$ cat src/rtl/integer_to_radix_digits_top_defines.svh
// Assertion macros for the radix digit converter.
// Each macro takes a label, a property expression and a message string.
`ifndef INTEGER_TO_RADIX_DIGITS_TOP_DEFINES_SVH
`define INTEGER_TO_RADIX_DIGITS_TOP_DEFINES_SVH

// Check on every clock edge outside reset.
`define I2R_ASSERT(label, prop, msg) \
  label: assert property (@(posedge clk_i) disable iff (!rst_ni) prop) else $error(msg);

// Check on every clock edge, reset included.
`define I2R_ASSERT_RST(label, prop, msg) \
  label: assert property (@(posedge clk_i) prop) else $error(msg);

`endif

$ cat src/rtl/i2r_pkg.sv
`timescale 1ns / 1ps
`default_nettype none
package i2r_pkg;

  // Field widths fixed by the interface
  localparam int unsigned RADIX_W = 4;
  localparam int unsigned DIGIT_W = 4;
  localparam int unsigned KIND_W  = 2;

  // Accepted radix range and reset value
  localparam logic [RADIX_W-1:0] RADIX_MIN   = 4'd2;
  localparam logic [RADIX_W-1:0] RADIX_MAX   = 4'd9;
  localparam logic [RADIX_W-1:0] RADIX_RESET = 4'd2;

  // Dividend bits consumed per cycle by the division step
  localparam int unsigned DIV_CHUNK = 8;

  // Result kinds
  typedef enum logic [KIND_W-1:0] {
    KIND_DIGIT = 2'd0,
    KIND_MINUS = 2'd1,
    KIND_ERROR = 2'd2
  } kind_e;

  // Sequencer states
  typedef enum logic [2:0] {
    ST_IDLE,
    ST_CHECK,
    ST_DIV,
    ST_SIGN,
    ST_RD,
    ST_OUT
  } state_e;

endpackage
`default_nettype wire

$ cat src/rtl/i2r_ram.sv
`timescale 1ns / 1ps
`default_nettype none
module i2r_ram #(
  parameter int unsigned DATA_W = 4,
  parameter int unsigned DEPTH  = 32
) (
  input  wire logic                     clk_i,
  input  wire logic                     we_i,
  input  wire logic [$clog2(DEPTH)-1:0] waddr_i,
  input  wire logic [DATA_W-1:0]        wdata_i,
  input  wire logic                     re_i,
  input  wire logic [$clog2(DEPTH)-1:0] raddr_i,
  output logic      [DATA_W-1:0]        rdata_o
);

  logic [DATA_W-1:0] mem_q [DEPTH];
  logic [DATA_W-1:0] rdata_q;

  // Write port
  always_ff @(posedge clk_i) begin
    if (we_i) begin
      mem_q[waddr_i] <= wdata_i;
    end
  end

  // Registered read port, holds data between reads
  always_ff @(posedge clk_i) begin
    if (re_i) begin
      rdata_q <= mem_q[raddr_i];
    end
  end

  assign rdata_o = rdata_q;

endmodule
`default_nettype wire

$ cat src/rtl/integer_to_radix_digits_top.sv
// Converts one signed VALUE_WIDTH-bit integer per transaction into digits of
// the base held in the radix register (2..9), most significant digit first,
// with a minus-sign result ahead of the digits of a negative value and last_o
// on the final result. Zero gives the single digit 0; a radix outside 2..9
// gives one error result. The value is divided by the radix in a shared
// long-division step that consumes 8 dividend bits per cycle, repeated over
// the dividend for each digit; remainders go onto a digit stack RAM with
// a registered read, and each digit is popped in a read state followed by an
// output state that waits for a free output slot. in_ready_o is high only
// while the converter is idle. Digits beyond STACK_DEPTH (most significant
// ones) are dropped.
`timescale 1ns / 1ps
`default_nettype none
`include "integer_to_radix_digits_top_defines.svh"
module integer_to_radix_digits_top #(
  parameter int unsigned VALUE_WIDTH = 32,
  parameter int unsigned STACK_DEPTH = 32
) (
  input  wire logic                   clk_i,
  input  wire logic                   rst_ni,
  // configuration write channel
  input  wire logic                   cfg_valid_i,
  output logic                        cfg_ready_o,
  input  wire logic [3:0]             cfg_radix_i,
  // input channel
  input  wire logic                   in_valid_i,
  output logic                        in_ready_o,
  input  wire logic [VALUE_WIDTH-1:0] value_i,
  // output channel
  output logic                        out_valid_o,
  input  wire logic                   out_ready_i,
  output logic [1:0]                  kind_o,
  output logic [3:0]                  digit_o,
  output logic                        last_o
);

  localparam int unsigned CHUNK = i2r_pkg::DIV_CHUNK;
  localparam int unsigned STEPS = (VALUE_WIDTH + CHUNK - 1) / CHUNK;
  localparam int unsigned PW    = STEPS * CHUNK;
  localparam int unsigned SW    = (STEPS > 1) ? $clog2(STEPS) : 1;
  localparam int unsigned AW    = $clog2(STACK_DEPTH);
  localparam int unsigned CW    = $clog2(STACK_DEPTH + 1);
  localparam int unsigned RW    = i2r_pkg::RADIX_W;
  localparam int unsigned DW    = i2r_pkg::DIGIT_W;

  i2r_pkg::state_e state_q, state_d;

  logic [RW-1:0] radix_q;
  logic [PW-1:0] mag_q, mag_d;
  logic [DW-1:0] rem_q, rem_d;
  logic [SW-1:0] step_q, step_d;
  logic [CW-1:0] cnt_q, cnt_d;
  logic          neg_q, neg_d;

  logic               out_valid_q;
  i2r_pkg::kind_e     kind_q;
  logic [DW-1:0]      digit_q;
  logic               last_q;

  logic               emit;
  i2r_pkg::kind_e     emit_kind;
  logic [DW-1:0]      emit_digit;
  logic               emit_last;
  logic               slot_free;

  logic               ram_we, ram_re;
  logic [DW-1:0]      ram_rdata;
  logic [AW-1:0]      ram_raddr;

  logic [VALUE_WIDTH-1:0] mag_in;
  logic [PW-1:0]          mag_div;
  logic [DW-1:0]          rem_div;
  logic                   radix_bad;
  logic                   last_step;
  logic                   stack_room;

  // Configuration register
  assign cfg_ready_o = 1'b1;

  always_ff @(posedge clk_i or negedge rst_ni) begin
    if (!rst_ni) begin
      radix_q <= i2r_pkg::RADIX_RESET;
    end else if (cfg_valid_i) begin
      radix_q <= cfg_radix_i;
    end
  end

  assign radix_bad = (radix_q < i2r_pkg::RADIX_MIN) || (radix_q > i2r_pkg::RADIX_MAX);

  // Unsigned magnitude of the incoming value, exact for the most negative one
  assign mag_in = value_i[VALUE_WIDTH-1] ? (~value_i + VALUE_WIDTH'(1)) : value_i;

  // Shared division step: consume the top byte of the dividend, shift in quotient bits
  always_comb begin
    logic [DW-1:0]    r;
    logic [DW:0]      t;
    logic [CHUNK-1:0] qb;
    logic [CHUNK-1:0] top_byte;
    top_byte = mag_q[PW-1 -: CHUNK];
    r        = rem_q;
    qb       = '0;
    for (int i = CHUNK - 1; i >= 0; i--) begin
      t = {r, top_byte[i]};
      if (t >= {1'b0, radix_q}) begin
        qb[i] = 1'b1;
        r     = DW'(t - {1'b0, radix_q});
      end else begin
        r     = t[DW-1:0];
      end
    end
    rem_div = r;
    mag_div = (mag_q << CHUNK) | PW'(qb);
  end

  assign last_step  = (step_q == SW'(STEPS - 1));
  assign stack_room = (cnt_q < CW'(STACK_DEPTH));
  assign slot_free  = !out_valid_q || out_ready_i;
  assign in_ready_o = (state_q == i2r_pkg::ST_IDLE);
  assign ram_raddr  = AW'(cnt_q - CW'(1));

  // Sequencer state and datapath registers
  always_ff @(posedge clk_i or negedge rst_ni) begin
    if (!rst_ni) begin
      state_q <= i2r_pkg::ST_IDLE;
      mag_q   <= '0;
      rem_q   <= '0;
      step_q  <= '0;
      cnt_q   <= '0;
      neg_q   <= 1'b0;
    end else begin
      state_q <= state_d;
      mag_q   <= mag_d;
      rem_q   <= rem_d;
      step_q  <= step_d;
      cnt_q   <= cnt_d;
      neg_q   <= neg_d;
    end
  end

  // Next state, datapath updates and result emission
  always_comb begin
    state_d    = state_q;
    mag_d      = mag_q;
    rem_d      = rem_q;
    step_d     = step_q;
    cnt_d      = cnt_q;
    neg_d      = neg_q;
    emit       = 1'b0;
    emit_kind  = i2r_pkg::KIND_DIGIT;
    emit_digit = '0;
    emit_last  = 1'b0;
    ram_we     = 1'b0;
    ram_re     = 1'b0;
    unique case (state_q)
      i2r_pkg::ST_IDLE: begin
        if (in_valid_i) begin
          mag_d   = PW'(mag_in);
          neg_d   = value_i[VALUE_WIDTH-1];
          rem_d   = '0;
          step_d  = '0;
          cnt_d   = '0;
          state_d = i2r_pkg::ST_CHECK;
        end
      end
      i2r_pkg::ST_CHECK: begin
        if (radix_bad) begin
          if (slot_free) begin
            emit      = 1'b1;
            emit_kind = i2r_pkg::KIND_ERROR;
            emit_last = 1'b1;
            state_d   = i2r_pkg::ST_IDLE;
          end
        end else if (mag_q == '0) begin
          if (slot_free) begin
            emit      = 1'b1;
            emit_kind = i2r_pkg::KIND_DIGIT;
            emit_last = 1'b1;
            state_d   = i2r_pkg::ST_IDLE;
          end
        end else begin
          state_d = i2r_pkg::ST_DIV;
        end
      end
      i2r_pkg::ST_DIV: begin
        mag_d = mag_div;
        if (last_step) begin
          // push the remainder, drop it once the stack is full
          ram_we = stack_room;
          if (stack_room) begin
            cnt_d = cnt_q + CW'(1);
          end
          rem_d   = '0;
          step_d  = '0;
          state_d = (mag_div == '0) ? i2r_pkg::ST_SIGN : i2r_pkg::ST_DIV;
        end else begin
          rem_d  = rem_div;
          step_d = step_q + SW'(1);
        end
      end
      i2r_pkg::ST_SIGN: begin
        if (!neg_q) begin
          state_d = i2r_pkg::ST_RD;
        end else if (slot_free) begin
          emit      = 1'b1;
          emit_kind = i2r_pkg::KIND_MINUS;
          state_d   = i2r_pkg::ST_RD;
        end
      end
      i2r_pkg::ST_RD: begin
        ram_re  = 1'b1;
        cnt_d   = cnt_q - CW'(1);
        state_d = i2r_pkg::ST_OUT;
      end
      i2r_pkg::ST_OUT: begin
        if (slot_free) begin
          emit       = 1'b1;
          emit_kind  = i2r_pkg::KIND_DIGIT;
          emit_digit = ram_rdata;
          emit_last  = (cnt_q == '0);
          state_d    = (cnt_q == '0) ? i2r_pkg::ST_IDLE : i2r_pkg::ST_RD;
        end
      end
      default: begin
        state_d = i2r_pkg::ST_IDLE;
      end
    endcase
  end

  // Digit stack
  i2r_ram #(
    .DATA_W (DW),
    .DEPTH  (STACK_DEPTH)
  ) u_stack (
    .clk_i   (clk_i),
    .we_i    (ram_we),
    .waddr_i (cnt_q[AW-1:0]),
    .wdata_i (rem_div),
    .re_i    (ram_re),
    .raddr_i (ram_raddr),
    .rdata_o (ram_rdata)
  );

  // Output register: load a result, drop it once taken
  always_ff @(posedge clk_i or negedge rst_ni) begin
    if (!rst_ni) begin
      out_valid_q <= 1'b0;
    end else if (emit) begin
      out_valid_q <= 1'b1;
    end else if (out_ready_i) begin
      out_valid_q <= 1'b0;
    end
  end

  always_ff @(posedge clk_i) begin
    if (emit) begin
      kind_q  <= emit_kind;
      digit_q <= emit_digit;
      last_q  <= emit_last;
    end
  end

  assign out_valid_o = out_valid_q;
  assign kind_o      = kind_q;
  assign digit_o     = digit_q;
  assign last_o      = last_q;

  // Checks
  `I2R_ASSERT_RST(a_no_result_in_reset,
    !rst_ni |=> !out_valid_o,
    "result valid during reset")
  `I2R_ASSERT(a_digit_below_radix,
    out_valid_o && (kind_o == i2r_pkg::KIND_DIGIT) |-> digit_o < radix_q,
    "digit not below radix")
  `I2R_ASSERT(a_error_only_bad_radix,
    out_valid_o && (kind_o == i2r_pkg::KIND_ERROR) |-> radix_bad && last_o && (digit_o == '0),
    "error result with valid radix")
  `I2R_ASSERT(a_minus_not_last,
    out_valid_o && (kind_o == i2r_pkg::KIND_MINUS) |-> !last_o && (digit_o == '0),
    "minus sign marked last")
  `I2R_ASSERT(a_stack_count_bound,
    cnt_q <= CW'(STACK_DEPTH),
    "digit count beyond stack depth")

endmodule
`default_nettype wire
$ cat config.mk
export PLATFORM = sky130hd
export DESIGN_NAME = integer_to_radix_digits_top
export DESIGN_NICKNAME = d
export VERILOG_FILES = /design/src/rtl/i2r_pkg.sv /design/src/rtl/i2r_ram.sv /design/src/rtl/integer_to_radix_digits_top.sv
export VERILOG_INCLUDE_DIRS = /design/src /design/src/rtl
export SDC_FILE = /design/constraint.sdc
export NUM_CORES = 1
export LEC_CHECK = 0
export ABC_AREA = 1
export BUFFER_PORTS_ARGS = -buffer_cell sky130_fd_sc_hd__buf_4
export CELL_PAD_IN_SITES_DETAIL_PLACEMENT = 1
export CELL_PAD_IN_SITES_GLOBAL_PLACEMENT = 2
export CORE_MARGIN = 2
export CORE_UTILIZATION = 43
export DETAILED_ROUTE_END_ITERATION = 16
export GPL_ROUTABILITY_DRIVEN = 0
export GPL_TIMING_DRIVEN = 0
export PLACE_DENSITY_LB_ADDON = 0.1
export SETUP_SLACK_MARGIN = 0.1
export SYNTH_ARGS = -nofsm -noshare
export SYNTH_HDL_FRONTEND = slang
export SYNTH_SLANG_ARGS = --single-unit
$ cat constraint.sdc
create_clock -name clk_i -period 34.1 [get_ports clk_i]
set_input_delay 8.525 -clock clk_i [delete_from_list [all_inputs] [get_ports clk_i]]
set_output_delay 8.525 -clock clk_i [all_outputs]
set_load 0.01 [all_outputs]
==> metrics.md <==
| Metric | Value |
|---|---|
| Horizontal die dimension | 162.1 um |
| Most Crowded Layer GR | met2 |
| Violation count after the first detailed-route iteration | 705 |
| Area of the mapped netlist | 10740 um2 |
| Data arrival at the endpoint of the critical path | 14340 ps |
| CTS buffer count | 17 |
| Maximum count of clock buffers along a single path | 2 |
| Post-route fraction of the period consumed by the critical path | 41.87% |
| Share of flip-flops with an asynchronous set or reset | 27.60% |
| Root Buffer | clkbuf_16 |
| Crit path max fanout | 32 |
| CTS Hold Bufs | 0 |
| F_max | 70.04 MHz |
| Peak per-stage delay on the critical path | 970 ps |
| Final worst clock skew | 18.18 ps |
| Fill cell instance count of the final layout | 2813 |
| Number of resized instances in the post-cts repair step | 0 |
| Number of enable-type register cells in the synthesized netlist | 139 |
| Critical path required time | 34160 ps |
| Residual DRC count | 0 |
| DRT antenna net count | 0 |
| Worst slew pin tran | 1263 ps |
| Row cnt | 57 |
| Mean post-synth cell area | 9.609 um2 |
| Maximum level of the CTS H-tree | 4 |
| Number of sinks driven by the clock tree | 192 |
| Final setup fails | 0 |
| Global route total overflow | 0 |
| Fin crit period | 14280 ps |
| Number of max-cap violations | 0 |
| Most used flip-flop cell after synthesis | edfxtp_1 |
| Most used cell, CP | nand2_1 |
| Number of register bits inferred by synthesis | 192 |
| Post-synthesis instance total | 1118 |
| Fin nets | 1273 |
| Startpoint types | flop |
| Unrepaired setup endpoints after global routing | no |
| Worst slew margin relative to its limit | 15.81% |
| Worst-Skew Late Latency | 450 ps |
| Placeable Area | 24390 um2 |
| GR met3 Demand/Resource | 4.418% |
| Number of port buffers | 48 |
| CTS tree | yes |
| DIE HEIGHT | 162.1 um |
| Average wire length per cell after detail routing | 20.87 um |
| Number of post-CTS setup repair buffers | 0 |
| Wire length of the first global-routing pass | 50390 um |
| Global-route usage over all layers | 25.40% |
| Number of library cell types mapped by synthesis | 50 |
| Met2 usage in global routing | 39.05% |
| Clock slew at the register clock pins of the worst setup and hold paths | 80 ps |
| Maximum number of pins on one net before global-route repair | 54 |
| Synthesis Warnings | 0 |
| Hold/Removal Path Class | flop to flop |
| Final hold vios | 0 |
| Cell with the biggest individual delay on the critical path | and2_1 |
| Antenna violations before repair | 1 |
| Met1 Use GR | 38.20% |
| Count of antenna diodes in the layout | 0 |
| Detailed-router iteration count before antenna repair | 5 |
| Run status | finished, final reports clean |
| Setup Crit Path Kind | flop to flop |
| DRT Wirelength | 31760 um |
| DPL Wire Length | 23280 um |
| Via count of the first global-routing pass | 8791 |
| Die footprint | 26260 um2 |
| Register area share after synthesis | 51.21% |
| Top-Level Pins | 51 |
| Initial core utilization | 44.04% |
| Number of vias per cell after detailed routing | 5.537 |
| Fraction of layout cells with a size suffix above 1 | 10.18% |
| Syn nets | 1206 |
| Sum of negative setup slack | 0 ps |
| Area growth, synth to finish | 12.78% |
| Detailed-route via count | 8428 |
| Category of the worst setup path capture point | flop |
| Fin. max-slew vios | 0 |
-- worst max-delay path: cells and delay by family, from the launching register on --
kind	cells	cell delay, ps
AOI/OAI and AO/OA	13	2140
adders and majority gates	8	2620
buffers and inverters	12	1270
DFF	1	770
and+or+nand+nor	43	7050
-- Yosys cell counts (3+ instances only) --
cell type / n / area (um2)
clkbuf_1: 33 / 123.9
o221ai_1: 41 / 359.1
nor2_1: 170 / 638.1
o31ai_1: 4 / 30.03
a21oi_1: 13 / 65.06
or2_2: 5 / 31.28
o211ai_1: 16 / 120.1
fa_1: 8 / 160.2
inv_1: 117 / 439.2
xnor2_1: 10 / 87.58
nand3_4: 8 / 140.1
o21ai_0: 68 / 340.3
nor3_1: 30 / 150.1
nand2_1: 169 / 634.4
nand2_2: 3 / 18.77
nor4_1: 14 / 87.58
nand3_2: 4 / 40.04
nand3_1: 52 / 260.3
clkinv_1: 3 / 11.26
dfrtp_1: 52 / 1301
o32ai_1: 19 / 166.4
nand4_1: 8 / 50.05
nand2_4: 7 / 78.83
buf_1: 4 / 15.01
a31oi_1: 7 / 43.79
edfxtp_1: 139 / 4174
nor2_2: 4 / 25.02
ha_1: 39 / 488.0
and2_1: 5 / 31.28
mux2i_1: 13 / 130.1
xor2_1: 30 / 262.8
-- final cells by class --
class	count	area (um2)	share of cell area (%)
repair buffers	48	360.3	2.974
clock buffers	17	425.4	3.511
inverters	121	455.4	3.759
flip-flops and latches	192	5502	45.41
multi-input cells	767	4641	38.30
clock inverters	15	180.2	1.487
plain buffers	38	146.4	1.208
well taps	324	405.4	3.346
-- state kept, by name (all words and copies together) (netlist names) --
name             cells
step_q               2
neg_q                1
out_valid_o          1
last_o               1
u_stack.mem_q      128
u_stack.rdata_o      4
radix_q              4
cnt_q                6
kind_o               2
state_q              3
mag_q               32
digit_o              4
rem_q                4
-- logic make-up after synthesis --
| group | Yosys count | synth area share (%) |
|---|---|---|
| other cells | 1 | 0.03491 |
| simple gates | 483 | 20.89 |
| xor+xnor | 40 | 3.261 |
| buf+inv | 159 | 5.602 |
| mux | 15 | 1.421 |
| flops | 192 | 51.21 |
| fa+ha+maj | 47 | 6.033 |
| compound gates | 181 | 11.54 |
-- cell usage in the layout (no fill, tap or decap), drive strengths merged, types with 19 or more instances in the layout --
cell type / Yosys / routed
nand2: 180 / 180
nor2: 176 / 176
edfxtp: 139 / 139
inv: 117 / 125
o21ai: 68 / 68
nand3: 64 / 64
buf: 5 / 53
dfrtp: 52 / 52
clkbuf: 33 / 50
o221ai: 41 / 41
ha: 39 / 39
nor3: 30 / 30
xor2: 30 / 30
o32ai: 19 / 19
-- through the flow --
step,hold slack (ps),setup WS (ps),util (%),cells,cell area (um2)
floorplan,445.6,22470,-,1118,10740
global placement,484.6,19960,47.18,1490,11510
detailed placement,489.9,19790,47.18,1490,11510
CTS,515.7,19710,49.67,1522,12110
global route,531.4,18250,49.67,1522,12120
finish,513.3,19820,49.67,1522,12120
-- path summary, 6_finish.rpt --
path	start	end	slack, ps	cells past startpoint
worst min register to register	step_q[1]	step_q[1]	510	1
worst max register to register	radix_q[1]	u_stack.mem_q[3][1]	19820	76
min in group asynchronous	rst_ni	mag_q[12]	8150	1
worst max-delay path	radix_q[1]	u_stack.mem_q[3][1]	19820	76
max in group asynchronous	rst_ni	out_valid_o	25430	1
worst min-delay path	step_q[1]	step_q[1]	510	1
-- metal layers --
metal  part of all wire, %  vias to the layer above
met5                     0                        -
met4                  0.96                        0
met3                   5.8                       32
met2                    44                      218
met1                    49                     4120
li1                      -                     4058
Power is not shown: default switching activity piles up to over one toggle a cycle in this logic, so the estimate is an artifact.
